===== src/fuzzy_subsequence_scorer_assert.svh =====
// assertion macros for the fuzzy subsequence scorer
// used by the top level, which supplies aclk and aresetn in scope
`ifndef FUZZY_SUBSEQUENCE_SCORER_ASSERT_SVH
`define FUZZY_SUBSEQUENCE_SCORER_ASSERT_SVH

// same-cycle implication, off while reset is held
`define FSS_ASSERT_NOW(name, ante, cons, msg) \
    name: assert property (@(posedge aclk) disable iff (!aresetn) (ante) |-> (cons)) \
        else $error(msg);

// next-cycle implication, off while reset is held
`define FSS_ASSERT_NEXT(name, ante, cons, msg) \
    name: assert property (@(posedge aclk) disable iff (!aresetn) (ante) |=> (cons)) \
        else $error(msg);

`endif


===== src/fss_pkg.sv =====
// shared types, constants and helper functions for the fuzzy subsequence scorer
// no dependencies; imported by fss_ctrl, fss_datapath, the top level and the testbench
package fss_pkg;

    // field widths
    localparam int PATTERN_MAX     = 32;
    localparam int SLOT_W          = 5;
    localparam int PLEN_W          = 6;
    localparam int CHAR_W          = 16;
    localparam int TEXT_MAX        = 4096;
    localparam int POS_W           = $clog2(TEXT_MAX);
    localparam int SCORE_FRAC_BITS = 16;
    localparam int SCORE_W         = 28;
    localparam int BONUS_W         = 8;
    localparam int GAP_W           = 12;
    localparam int DIV_CNT_W       = $clog2(SCORE_FRAC_BITS);
    localparam int DEN_W           = POS_W + 1;
    localparam int CFG_DATA_W      = PLEN_W;
    localparam int S_TDATA_W       = ((SLOT_W + CHAR_W + 7) / 8) * 8;
    localparam int M_PAYLOAD_W     = POS_W + 2 + SCORE_W;
    localparam int M_TDATA_W       = ((M_PAYLOAD_W + 7) / 8) * 8;

    typedef logic [CHAR_W-1:0] char_t;

    // opcodes carried on s_tuser
    localparam logic [1:0] OP_LOAD      = 2'd0;
    localparam logic [1:0] OP_TEXT      = 2'd1;
    localparam logic [1:0] OP_EMPTY_END = 2'd2;

    // configuration register indexes
    localparam logic REG_PATTERN_LENGTH = 1'b0;
    localparam logic REG_CASE_SENSITIVE = 1'b1;

    // word separators
    localparam char_t CH_SPACE      = 16'h0020;
    localparam char_t CH_SLASH      = 16'h002F;
    localparam char_t CH_BACKSLASH  = 16'h005C;
    localparam char_t CH_DASH       = 16'h002D;
    localparam char_t CH_UNDERSCORE = 16'h005F;
    localparam char_t CH_UPPER_A    = 16'h0041;
    localparam char_t CH_UPPER_Z    = 16'h005A;
    localparam char_t CASE_OFFSET   = 16'h0020;

    localparam logic [POS_W-1:0] POS_LAST = POS_W'(TEXT_MAX - 1);
    localparam logic [DIV_CNT_W-1:0] DIV_LAST = DIV_CNT_W'(SCORE_FRAC_BITS - 1);
    localparam logic signed [SCORE_W-1:0] SCORE_ONE = SCORE_W'(1) << SCORE_FRAC_BITS;

    typedef enum logic {
        FSS_RUN,
        FSS_DIV
    } fss_state_t;

    // controller to datapath
    typedef struct packed {
        logic take;
        logic div_step;
        logic div_done;
    } fss_cmd_t;

    // datapath to controller
    typedef struct packed {
        logic has_result;
        logic need_div;
        logic div_last;
    } fss_status_t;

    function automatic char_t fold_char(input char_t c, input logic case_sensitive);
        if (!case_sensitive && c >= CH_UPPER_A && c <= CH_UPPER_Z) begin
            return c + CASE_OFFSET;
        end
        return c;
    endfunction

    function automatic logic is_separator(input char_t c);
        return (c == CH_SPACE) || (c == CH_SLASH) || (c == CH_BACKSLASH)
            || (c == CH_DASH) || (c == CH_UNDERSCORE);
    endfunction

endpackage


===== src/fuzzy_subsequence_scorer.sv =====
// top level of the fuzzy subsequence scorer: ports, field packing, assertions
// depends on fss_pkg, fss_ctrl, fss_datapath and fuzzy_subsequence_scorer_assert.svh
//
//  channel   direction  handshake           payload
//  s_        in         s_tvalid/s_tready   opcode, pattern_slot, char_code, last_char
//  m_        out        m_tvalid/m_tready   text_position, hit, done_res, matched, score
//  cfg_      in         cfg_we              pattern_length, case_sensitive
//
// a load, a text character or an end marker is taken at one item per cycle unless a divide or a held result stalls it
// a final character that completes a non-empty pattern starts a divide: the
// length term L/(L+1) comes from a restoring divider giving one quotient bit a cycle
// a result waiting in the output register with m_tready low holds off s_tready
// reset clears the control and string state; the pattern store is undefined until loaded
`include "fuzzy_subsequence_scorer_assert.svh"

module fuzzy_subsequence_scorer (
    input  logic                                 aclk,
    input  logic                                 aresetn,
    input  logic                                 s_tvalid,
    output logic                                 s_tready,
    // [4:0] pattern_slot, [20:5] char_code, rest zero
    input  logic [fss_pkg::S_TDATA_W-1:0]        s_tdata,
    // [1:0] opcode
    input  logic [1:0]                           s_tuser,
    input  logic                                 s_tlast,
    output logic                                 m_tvalid,
    input  logic                                 m_tready,
    // [11:0] text_position, [12] hit, [13] matched, [41:14] score, rest zero
    output logic [fss_pkg::M_TDATA_W-1:0]        m_tdata,
    output logic                                 m_tlast,
    input  logic                                 cfg_we,
    input  logic                                 cfg_index,
    input  logic [fss_pkg::CFG_DATA_W-1:0]       cfg_wdata
);
    import fss_pkg::*;

    fss_cmd_t    cmd;
    fss_status_t status;

    logic [POS_W-1:0]          text_position;
    logic                      hit;
    logic                      done_res;
    logic                      matched;
    logic signed [SCORE_W-1:0] score;

    fss_ctrl u_ctrl (
        .aclk     (aclk),
        .aresetn  (aresetn),
        .s_tvalid (s_tvalid),
        .s_tready (s_tready),
        .m_tvalid (m_tvalid),
        .m_tready (m_tready),
        .status   (status),
        .cmd      (cmd)
    );

    fss_datapath u_datapath (
        .aclk          (aclk),
        .aresetn       (aresetn),
        .cmd           (cmd),
        .status        (status),
        .opcode        (s_tuser),
        .pattern_slot  (s_tdata[SLOT_W-1:0]),
        .char_code     (s_tdata[SLOT_W+CHAR_W-1:SLOT_W]),
        .last_char     (s_tlast),
        .cfg_we        (cfg_we),
        .cfg_index     (cfg_index),
        .cfg_wdata     (cfg_wdata),
        .text_position (text_position),
        .hit           (hit),
        .done_res      (done_res),
        .matched       (matched),
        .score         (score)
    );

    // result packing
    assign m_tdata = {{(M_TDATA_W-M_PAYLOAD_W){1'b0}}, score, matched, hit, text_position};
    assign m_tlast = done_res;

    // checks
    `FSS_ASSERT_NEXT(a_div_blocks_input, cmd.take && status.need_div, !s_tready, "input taken during divide")
    `FSS_ASSERT_NEXT(a_div_done_result, cmd.div_done, m_tvalid && m_tlast && matched, "divide end gave no final result")
    `FSS_ASSERT_NOW(a_partial_no_score, m_tvalid && !m_tlast, !matched && score == '0, "partial item carries a score")

endmodule


===== src/fss_ctrl.sv =====
// controller for the fuzzy subsequence scorer: handshake, divide sequencing,
// result valid flag; depends on fss_pkg
module fss_ctrl (
    input  logic                 aclk,
    input  logic                 aresetn,
    input  logic                 s_tvalid,
    output logic                 s_tready,
    output logic                 m_tvalid,
    input  logic                 m_tready,
    input  fss_pkg::fss_status_t status,
    output fss_pkg::fss_cmd_t    cmd
);
    import fss_pkg::*;

    fss_state_t state_reg;
    fss_state_t state_next;
    logic       out_valid_reg;
    logic       out_valid_next;
    logic       out_load;

    // next state
    always_comb begin
        state_next = state_reg;
        unique case (state_reg)
            FSS_RUN: begin
                if (cmd.take && status.need_div) begin
                    state_next = FSS_DIV;
                end
            end
            FSS_DIV: begin
                if (status.div_last) begin
                    state_next = FSS_DIV == state_reg ? FSS_RUN : state_reg;
                end
            end
            default: state_next = FSS_RUN;
        endcase
    end

    // outputs and commands
    always_comb begin
        s_tready     = 1'b0;
        cmd.take     = 1'b0;
        cmd.div_step = 1'b0;
        cmd.div_done = 1'b0;
        unique case (state_reg)
            FSS_RUN: begin
                s_tready = !out_valid_reg || m_tready;
                cmd.take = s_tvalid && s_tready;
            end
            FSS_DIV: begin
                cmd.div_step = 1'b1;
                cmd.div_done = status.div_last;
            end
            default: begin
                s_tready = 1'b0;
            end
        endcase
    end

    // result register valid flag
    assign out_load = (cmd.take && status.has_result && !status.need_div) || cmd.div_done;

    always_comb begin
        out_valid_next = out_valid_reg;
        if (out_load) begin
            out_valid_next = 1'b1;
        end else if (m_tready) begin
            out_valid_next = 1'b0;
        end
    end

    always_ff @(posedge aclk) begin
        if (!aresetn) begin
            state_reg     <= FSS_RUN;
            out_valid_reg <= 1'b0;
        end else begin
            state_reg     <= state_next;
            out_valid_reg <= out_valid_next;
        end
    end

    assign m_tvalid = out_valid_reg;

endmodule


===== src/fss_datapath.sv =====
// datapath for the fuzzy subsequence scorer: pattern store, per-string state,
// match and bonus logic, serial divider, result payload; depends on fss_pkg
module fss_datapath (
    input  logic                                 aclk,
    input  logic                                 aresetn,
    input  fss_pkg::fss_cmd_t                    cmd,
    output fss_pkg::fss_status_t                 status,
    input  logic [1:0]                           opcode,
    input  logic [fss_pkg::SLOT_W-1:0]           pattern_slot,
    input  fss_pkg::char_t                       char_code,
    input  logic                                 last_char,
    input  logic                                 cfg_we,
    input  logic                                 cfg_index,
    input  logic [fss_pkg::CFG_DATA_W-1:0]       cfg_wdata,
    output logic [fss_pkg::POS_W-1:0]            text_position,
    output logic                                 hit,
    output logic                                 done_res,
    output logic                                 matched,
    output logic signed [fss_pkg::SCORE_W-1:0]   score
);
    import fss_pkg::*;

    // configuration
    logic [PLEN_W-1:0] plen_reg;
    logic              case_reg;

    // pattern store, no reset
    char_t pattern_store [PATTERN_MAX];
    char_t             pat_char_reg;
    logic [SLOT_W-1:0] fetch_slot;

    // per-string state
    logic [PLEN_W-1:0]  pat_pos_reg,   pat_pos_next;
    logic [POS_W-1:0]   text_pos_reg,  text_pos_next;
    logic               prev_hit_reg,  prev_hit_next;
    logic [POS_W-1:0]   last_hit_reg,  last_hit_next;
    logic               any_hit_reg,   any_hit_next;
    char_t              prev_char_reg, prev_char_next;
    logic [BONUS_W-1:0] bonus_reg,     bonus_next;
    logic [GAP_W-1:0]   gap_reg,       gap_next;

    // divider
    logic [DEN_W-1:0]           rem_reg, rem_next;
    logic [DEN_W-1:0]           den_reg, den_next;
    logic [SCORE_FRAC_BITS-1:0] quo_reg, quo_next;
    logic [DIV_CNT_W-1:0]       cnt_reg, cnt_next;
    logic [DEN_W:0]             rem_dbl;
    logic                       rem_ge;

    // result payload
    logic [POS_W-1:0]          pos_out_reg;
    logic                      hit_out_reg;
    logic                      done_out_reg;
    logic                      matched_out_reg;
    logic signed [SCORE_W-1:0] score_out_reg;

    // match logic
    logic [PLEN_W-1:0]  act_len;
    logic               empty_pat;
    logic               is_text;
    logic               is_end;
    logic               is_done;
    logic               hit_now;
    logic               word_start;
    logic [2:0]         bonus_add;
    logic [BONUS_W:0]   bonus_wide;
    logic [BONUS_W-1:0] bonus_new;
    logic [GAP_W-1:0]   gap_delta;
    logic [GAP_W:0]     gap_wide;
    logic [GAP_W-1:0]   gap_new;
    logic [PLEN_W-1:0]  pat_pos_new;
    logic               ok_now;
    logic [BONUS_W-1:0] bonus_use;
    logic [GAP_W-1:0]   gap_use;
    logic signed [SCORE_W-1:0] score_part;
    logic signed [SCORE_W-1:0] score_now;

    // configuration writes
    always_ff @(posedge aclk) begin
        if (!aresetn) begin
            plen_reg <= '0;
            case_reg <= 1'b0;
        end else if (cfg_we) begin
            unique case (cfg_index)
                REG_PATTERN_LENGTH: plen_reg <= cfg_wdata[PLEN_W-1:0];
                REG_CASE_SENSITIVE: case_reg <= cfg_wdata[0];
                default:            plen_reg <= plen_reg;
            endcase
        end
    end

    // pattern store writes
    always_ff @(posedge aclk) begin
        if (cmd.take && opcode == OP_LOAD) begin
            pattern_store[pattern_slot] <= char_code;
        end
    end

    // fetch the character at the next match position, a load to that slot goes straight through
    assign fetch_slot = aresetn ? pat_pos_next[SLOT_W-1:0] : '0;

    always_ff @(posedge aclk) begin
        if (cmd.take && opcode == OP_LOAD && pattern_slot == fetch_slot) begin
            pat_char_reg <= char_code;
        end else begin
            pat_char_reg <= pattern_store[fetch_slot];
        end
    end

    // compare against the next pattern character
    assign act_len   = (plen_reg > PLEN_W'(PATTERN_MAX)) ? PLEN_W'(PATTERN_MAX) : plen_reg;
    assign empty_pat = (act_len == '0);
    assign is_text   = (opcode == OP_TEXT);
    assign is_end    = (opcode == OP_EMPTY_END);
    assign is_done   = is_end || (is_text && last_char);
    assign hit_now   = is_text && (pat_pos_reg < act_len)
                     && (fold_char(pat_char_reg, case_reg) == fold_char(char_code, case_reg));

    // bonus for this hit, saturating
    assign word_start = (text_pos_reg == '0) || is_separator(prev_char_reg);
    assign bonus_add  = 3'd1 + (prev_hit_reg ? 3'd2 : 3'd0) + (word_start ? 3'd1 : 3'd0);
    assign bonus_wide = {1'b0, bonus_reg} + (BONUS_W+1)'(bonus_add);
    assign bonus_new  = bonus_wide[BONUS_W] ? '1 : bonus_wide[BONUS_W-1:0];

    // gap since the previous hit, saturating
    assign gap_delta = text_pos_reg - last_hit_reg - POS_W'(1);
    assign gap_wide  = {1'b0, gap_reg} + {1'b0, gap_delta};
    assign gap_new   = (!prev_hit_reg && any_hit_reg && text_pos_reg > last_hit_reg)
                     ? (gap_wide[GAP_W] ? '1 : gap_wide[GAP_W-1:0]) : gap_reg;

    assign pat_pos_new = pat_pos_reg + PLEN_W'(hit_now);
    assign ok_now      = is_text ? (pat_pos_new >= act_len) : empty_pat;

    // score without the length term
    assign bonus_use  = hit_now ? bonus_new : bonus_reg;
    assign gap_use    = hit_now ? gap_new : gap_reg;
    assign score_part = $signed({{(SCORE_W-BONUS_W-SCORE_FRAC_BITS){1'b0}}, bonus_use,
                                 {SCORE_FRAC_BITS{1'b0}}})
                      - $signed({{(SCORE_W-GAP_W-SCORE_FRAC_BITS+1){1'b0}}, gap_use,
                                 {(SCORE_FRAC_BITS-1){1'b0}}});
    assign score_now  = (is_done && ok_now && empty_pat) ? SCORE_ONE : '0;

    // status to the controller
    assign status.has_result = is_text || is_end;
    assign status.need_div   = is_text && last_char && ok_now && !empty_pat;
    assign status.div_last   = (cnt_reg == DIV_LAST);

    // per-string state update
    always_comb begin
        pat_pos_next   = pat_pos_reg;
        text_pos_next  = text_pos_reg;
        prev_hit_next  = prev_hit_reg;
        last_hit_next  = last_hit_reg;
        any_hit_next   = any_hit_reg;
        prev_char_next = prev_char_reg;
        bonus_next     = bonus_reg;
        gap_next       = gap_reg;
        if (cmd.take) begin
            priority if (is_done) begin
                pat_pos_next   = '0;
                text_pos_next  = '0;
                prev_hit_next  = 1'b0;
                last_hit_next  = '0;
                any_hit_next   = 1'b0;
                prev_char_next = '0;
                bonus_next     = '0;
                gap_next       = '0;
            end else if (is_text) begin
                if (hit_now) begin
                    pat_pos_next  = pat_pos_new;
                    last_hit_next = text_pos_reg;
                    any_hit_next  = 1'b1;
                    bonus_next    = bonus_new;
                    gap_next      = gap_new;
                end
                prev_hit_next  = hit_now;
                prev_char_next = char_code;
                if (text_pos_reg != POS_LAST) begin
                    text_pos_next = text_pos_reg + POS_W'(1);
                end
            end else begin
                // loads and ignored opcodes leave the string as it is
            end
        end
    end

    always_ff @(posedge aclk) begin
        if (!aresetn) begin
            pat_pos_reg   <= '0;
            text_pos_reg  <= '0;
            prev_hit_reg  <= 1'b0;
            last_hit_reg  <= '0;
            any_hit_reg   <= 1'b0;
            prev_char_reg <= '0;
            bonus_reg     <= '0;
            gap_reg       <= '0;
        end else begin
            pat_pos_reg   <= pat_pos_next;
            text_pos_reg  <= text_pos_next;
            prev_hit_reg  <= prev_hit_next;
            last_hit_reg  <= last_hit_next;
            any_hit_reg   <= any_hit_next;
            prev_char_reg <= prev_char_next;
            bonus_reg     <= bonus_next;
            gap_reg       <= gap_next;
        end
    end

    // restoring divider for L/(L+1), one quotient bit per cycle
    assign rem_dbl = {rem_reg, 1'b0};
    assign rem_ge  = (rem_dbl >= {1'b0, den_reg});

    always_comb begin
        rem_next = rem_reg;
        den_next = den_reg;
        quo_next = quo_reg;
        cnt_next = cnt_reg;
        priority if (cmd.take && status.need_div) begin
            rem_next = {1'b0, text_pos_reg} + DEN_W'(1);
            den_next = {1'b0, text_pos_reg} + DEN_W'(2);
            quo_next = '0;
            cnt_next = '0;
        end else if (cmd.div_step) begin
            rem_next = rem_ge ? DEN_W'(rem_dbl - {1'b0, den_reg}) : rem_dbl[DEN_W-1:0];
            quo_next = {quo_reg[SCORE_FRAC_BITS-2:0], rem_ge};
            cnt_next = cnt_reg + DIV_CNT_W'(1);
        end else begin
            // divider holds between strings
        end
    end

    always_ff @(posedge aclk) begin
        if (!aresetn) begin
            cnt_reg <= '0;
        end else begin
            cnt_reg <= cnt_next;
        end
    end

    always_ff @(posedge aclk) begin
        rem_reg <= rem_next;
        den_reg <= den_next;
        quo_reg <= quo_next;
    end

    // result payload; the score takes the length term when the divide ends
    always_ff @(posedge aclk) begin
        if (cmd.take && status.has_result) begin
            pos_out_reg     <= is_text ? text_pos_reg : '0;
            hit_out_reg     <= hit_now;
            done_out_reg    <= is_done;
            matched_out_reg <= is_done && ok_now;
            score_out_reg   <= status.need_div ? score_part : score_now;
        end else if (cmd.div_done) begin
            score_out_reg <= score_out_reg
                           + $signed({{(SCORE_W-SCORE_FRAC_BITS){1'b0}}, quo_next});
        end
    end

    assign text_position = pos_out_reg;
    assign hit           = hit_out_reg;
    assign done_res      = done_out_reg;
    assign matched       = matched_out_reg;
    assign score         = score_out_reg;

endmodule


===== config.mk =====
export PLATFORM = sky130hd
export DESIGN_NAME = fuzzy_subsequence_scorer
export DESIGN_NICKNAME = d
export VERILOG_FILES = /design/src/fss_pkg.sv /design/src/fuzzy_subsequence_scorer.sv /design/src/fss_ctrl.sv /design/src/fss_datapath.sv
export VERILOG_INCLUDE_DIRS = /design/src /design/src/src
export SDC_FILE = /design/constraint.sdc
export NUM_CORES = 1
export LEC_CHECK = 0
export BUFFER_PORTS_ARGS = -buffer_cell sky130_fd_sc_hd__buf_2
export CAP_MARGIN = 40
export CELL_PAD_IN_SITES_DETAIL_PLACEMENT = 0
export CELL_PAD_IN_SITES_GLOBAL_PLACEMENT = 1
export CORE_MARGIN = 2
export CORE_UTILIZATION = 53
export CTS_CLUSTER_SIZE = 25
export DETAILED_ROUTE_END_ITERATION = 10
export GPL_ROUTABILITY_DRIVEN = 0
export PLACE_DENSITY = 0.87
export REMOVE_ABC_BUFFERS = 1
export SLEW_MARGIN = 5
export SYNTH_ARGS = -nofsm -noshare
export SYNTH_HDL_FRONTEND = slang
export SYNTH_SLANG_ARGS = --single-unit

===== constraint.sdc =====
create_clock -name aclk -period 10.85 [get_ports aclk]
set_input_delay 1.6275 -clock aclk [delete_from_list [all_inputs] [get_ports aclk]]
set_output_delay 1.6275 -clock aclk [all_outputs]
set_load 0.02 [all_outputs]

==> flow_summary_export.csv <==
group,metric,value,unit
status,status,"finished, final reports clean",
worst_setup_path,cp.required,11.21,ns
final_layout,final_common_cell,"edfxtp_1",
timing,hold_violations,0,
timing,fmax,0.0987,GHz
global_route,grt_max_degree,44,
clock_tree,hold_buffers,0,
synth,seq_area_frac_synth,0.629,
worst_setup_path,end_kind,"register",
clock_tree,cts_max_path_buffers,3,
global_route,grt_pass1_wl,113000,µm
synth,synth_area_leader_cell,"edfxtp_1",
route,routed_wl,75300,µm
power_and_ir_drop,cellPowerDensity,174,nW/µm²
final_layout,nets,2481,
synth,syn_avg_cell_area,13.9,µm²
worst_setup_path,slowest_stage,"dfxtp_4",
timing,min_period_over_period,0.934,
global_route,grtUsageTotal,0.250,
floorplanning,die_y,245,µm
synth,yosys_warnings,0,
clock_tree,insertion_delay,0.63,ns
synth,synth_cell_type_count,82,
job,maxCapViolCount,0,
timing,fin_setup_tns,0,ns
worst_setup_path,worstSetupPathType,"register to register",
final_layout,largest-register,"u_datapath.pattern_store",
worst_setup_path,crit_arrival,10.50,ns
placed_design,detailedPlace.worstSlack,0.456,ns
clock_tree,root_buffer,"clkbuf_16",
global_route,gr-total-overflow,0,
worst_setup_path,path_max_fanout,23,
clock_tree,cts-buffers-inserted,70,
route,num_vias,19300,
floorplanning,ios,90,
worst_setup_path,crit_path_max_incr_delay,0.59,ns
clock_tree,clk_transition_reported_paths,0.06,ns
timing,finClkSkew,0.0377,ns
power_and_ir_drop,p_total,6.06,mW
power_and_ir_drop,peakVddDrop,152,µV
final_layout,largest_register_ffs,512,
timing,finalSetupViolCount,0,
worst_setup_path,start_kind,"register",
timing,relSlewSlack,0.459,
floorplanning,rows,88,
synth,netlist_instances,2216,
synth,ys_ff_latch,678,
route,firstDrtPassIters,5,
synth,synth_top_area_share,0.566,
clock_tree,clock-sinks,678,
final_layout,layout_common_cells,"581 x edfxtp_1, 162 x nor2_1, 134 x mux2i_1",
synth,synth.cell_area,30800,µm²
timing,fin_ws,0.717,ns
clock_tree,cts_tree,"done",
global_route,grt_pass1_vias,18900,
hold_path,hold_class,"register to register",
route,ant_nets,0,
route,first_iter_violations,2049,
floorplanning,core-area,57600,µm²
timing,period_needed,10.13,ns
floorplanning,dieArea,60100,µm²
synth,yosys_most_used_dff,"edfxtp_1",
synth,synthTopCellsByArea,"edfxtp_1 57%, dfxtp_1 6.3%, mux4_2 5.2%",
synth,synth_edf_count,581,
global_route,antenna_found_initial,2,
synth,async_flop_share,0,
route,drcViolationCount,0,
timing,maxSlewViolCount,0,
power_and_ir_drop,leakage,11.9,nW
timing,tightest_slew,0.812,ns
placed_design,io_buffers,80,
route,routed_via_density,6.08,
route,wl_per_cell,23.7,µm
timing,grt_setup_unrepaired,"false",
final_layout,layout-drive-gt1-share,0.165,
floorplanning,initial_core_util,0.535,
floorplanning,die_w,245,µm
placed_design,hpwlAfterDp,48200,µm
final_layout,area_delta_synth_final,13.1,%
clock_tree,cts_htree_levels,3,
==> path summary, 6_finish.rpt <==
check                          startpoint                      endpoint  slack (ns)  cells after the start
max reg2reg     u_datapath.pat_pos_reg[2]          u_datapath.score[26]        0.72                     39
min reg2reg  u_datapath.prev_char_reg[12]  u_datapath.prev_char_reg[12]        0.46                      2
max             u_datapath.pat_pos_reg[2]          u_datapath.score[26]        0.72                     39
min          u_datapath.prev_char_reg[12]  u_datapath.prev_char_reg[12]        0.46                      2
==> timing repair <==
action / CTS / global route
endpoints found under the setup margin: 0 / 12
buffers inserted: 0 / 2
resized for setup: 0 / 1
==> where the power goes <==
group,internal [mW],switching (mW),leakage [nW]
Combinational,0.241,0.377,4.67
Sequential,2.92,0.0433,6.06
Clock,1.48,0.997,1.17
==> layout make-up <==
cell class,instances,area [µm²]
inverter,74,279
sequential,678,19400
clock buffer,89,1920
timing repair buffer,175,1210
clock inverter,38,482
multi-input combinational,1349,10600
fill,4217,22700
antenna,2,5.00
tap,765,957
==> cells by family after synthesis <==
| logic type | synth area share |
|---|---|
| adder cells (fa/ha/maj) | 0.0396 |
| other | 0.000122 |
| flip-flops | 0.629 |
| AO/OA/AOI/OAI | 0.0814 |
| AND/OR/NAND/NOR | 0.0867 |
| multiplexers | 0.106 |
| buffers and inverters | 0.0283 |
| XOR/XNOR | 0.0281 |
==> worst max-delay path, delay by kind of cell, from the launching register on <==
kind                     cells  cell delay [ns]
AO/OA/AOI/OAI               18             4.39
XOR/XNOR                     2             0.33
adder cells (fa/ha/maj)      6             1.73
buffers and inverters        4             1.04
flip-flops                   1             0.59
multiplexers                 1             0.38
AND/OR/NAND/NOR              8             1.44
==> metrics by stage <==
stage                     instances  hold slack (ns)   util  area (µm²)
after CTS                      3166            0.459  0.604       34800
after detailed placement       3039            0.449  0.563       32400
final                          3170            0.461  0.605       34800
after floorplan                2101            0.432      -       30200
after global placement         3034            0.440  0.561       32300
after global routing           3168            0.478  0.605       34800
==> synth_stat cells, types with 20 or more instances <==
library cell and count:
edfxtp_1 581, nor2_1 163, mux2i_1 134, a21oi_1 112, nand2_1 98, dfxtp_1 97
ha_1 88, nand3_1 83, a22oi_1 74, inv_1 72, mux4_2 71, clkbuf_1 68
xor2_1 50, xnor2_1 49, o21ai_0 41, nand2b_1 33, a21o_1 31, and2_1 28
nor2b_1 28, mux2_2 21, nor3_1 20
==> layer usage <==
metal	routed length, µm	vias up	share of wire	GRT usage
met5	13	-	0.00017	0
met4	2470	2	0.033	0.0949
met3	6500	162	0.086	0.0478
met2	36200	873	0.48	0.407
met1	30100	9564	0.40	0.334
li1	-	8678	-	-
Power figures use the tool's default switching activity.
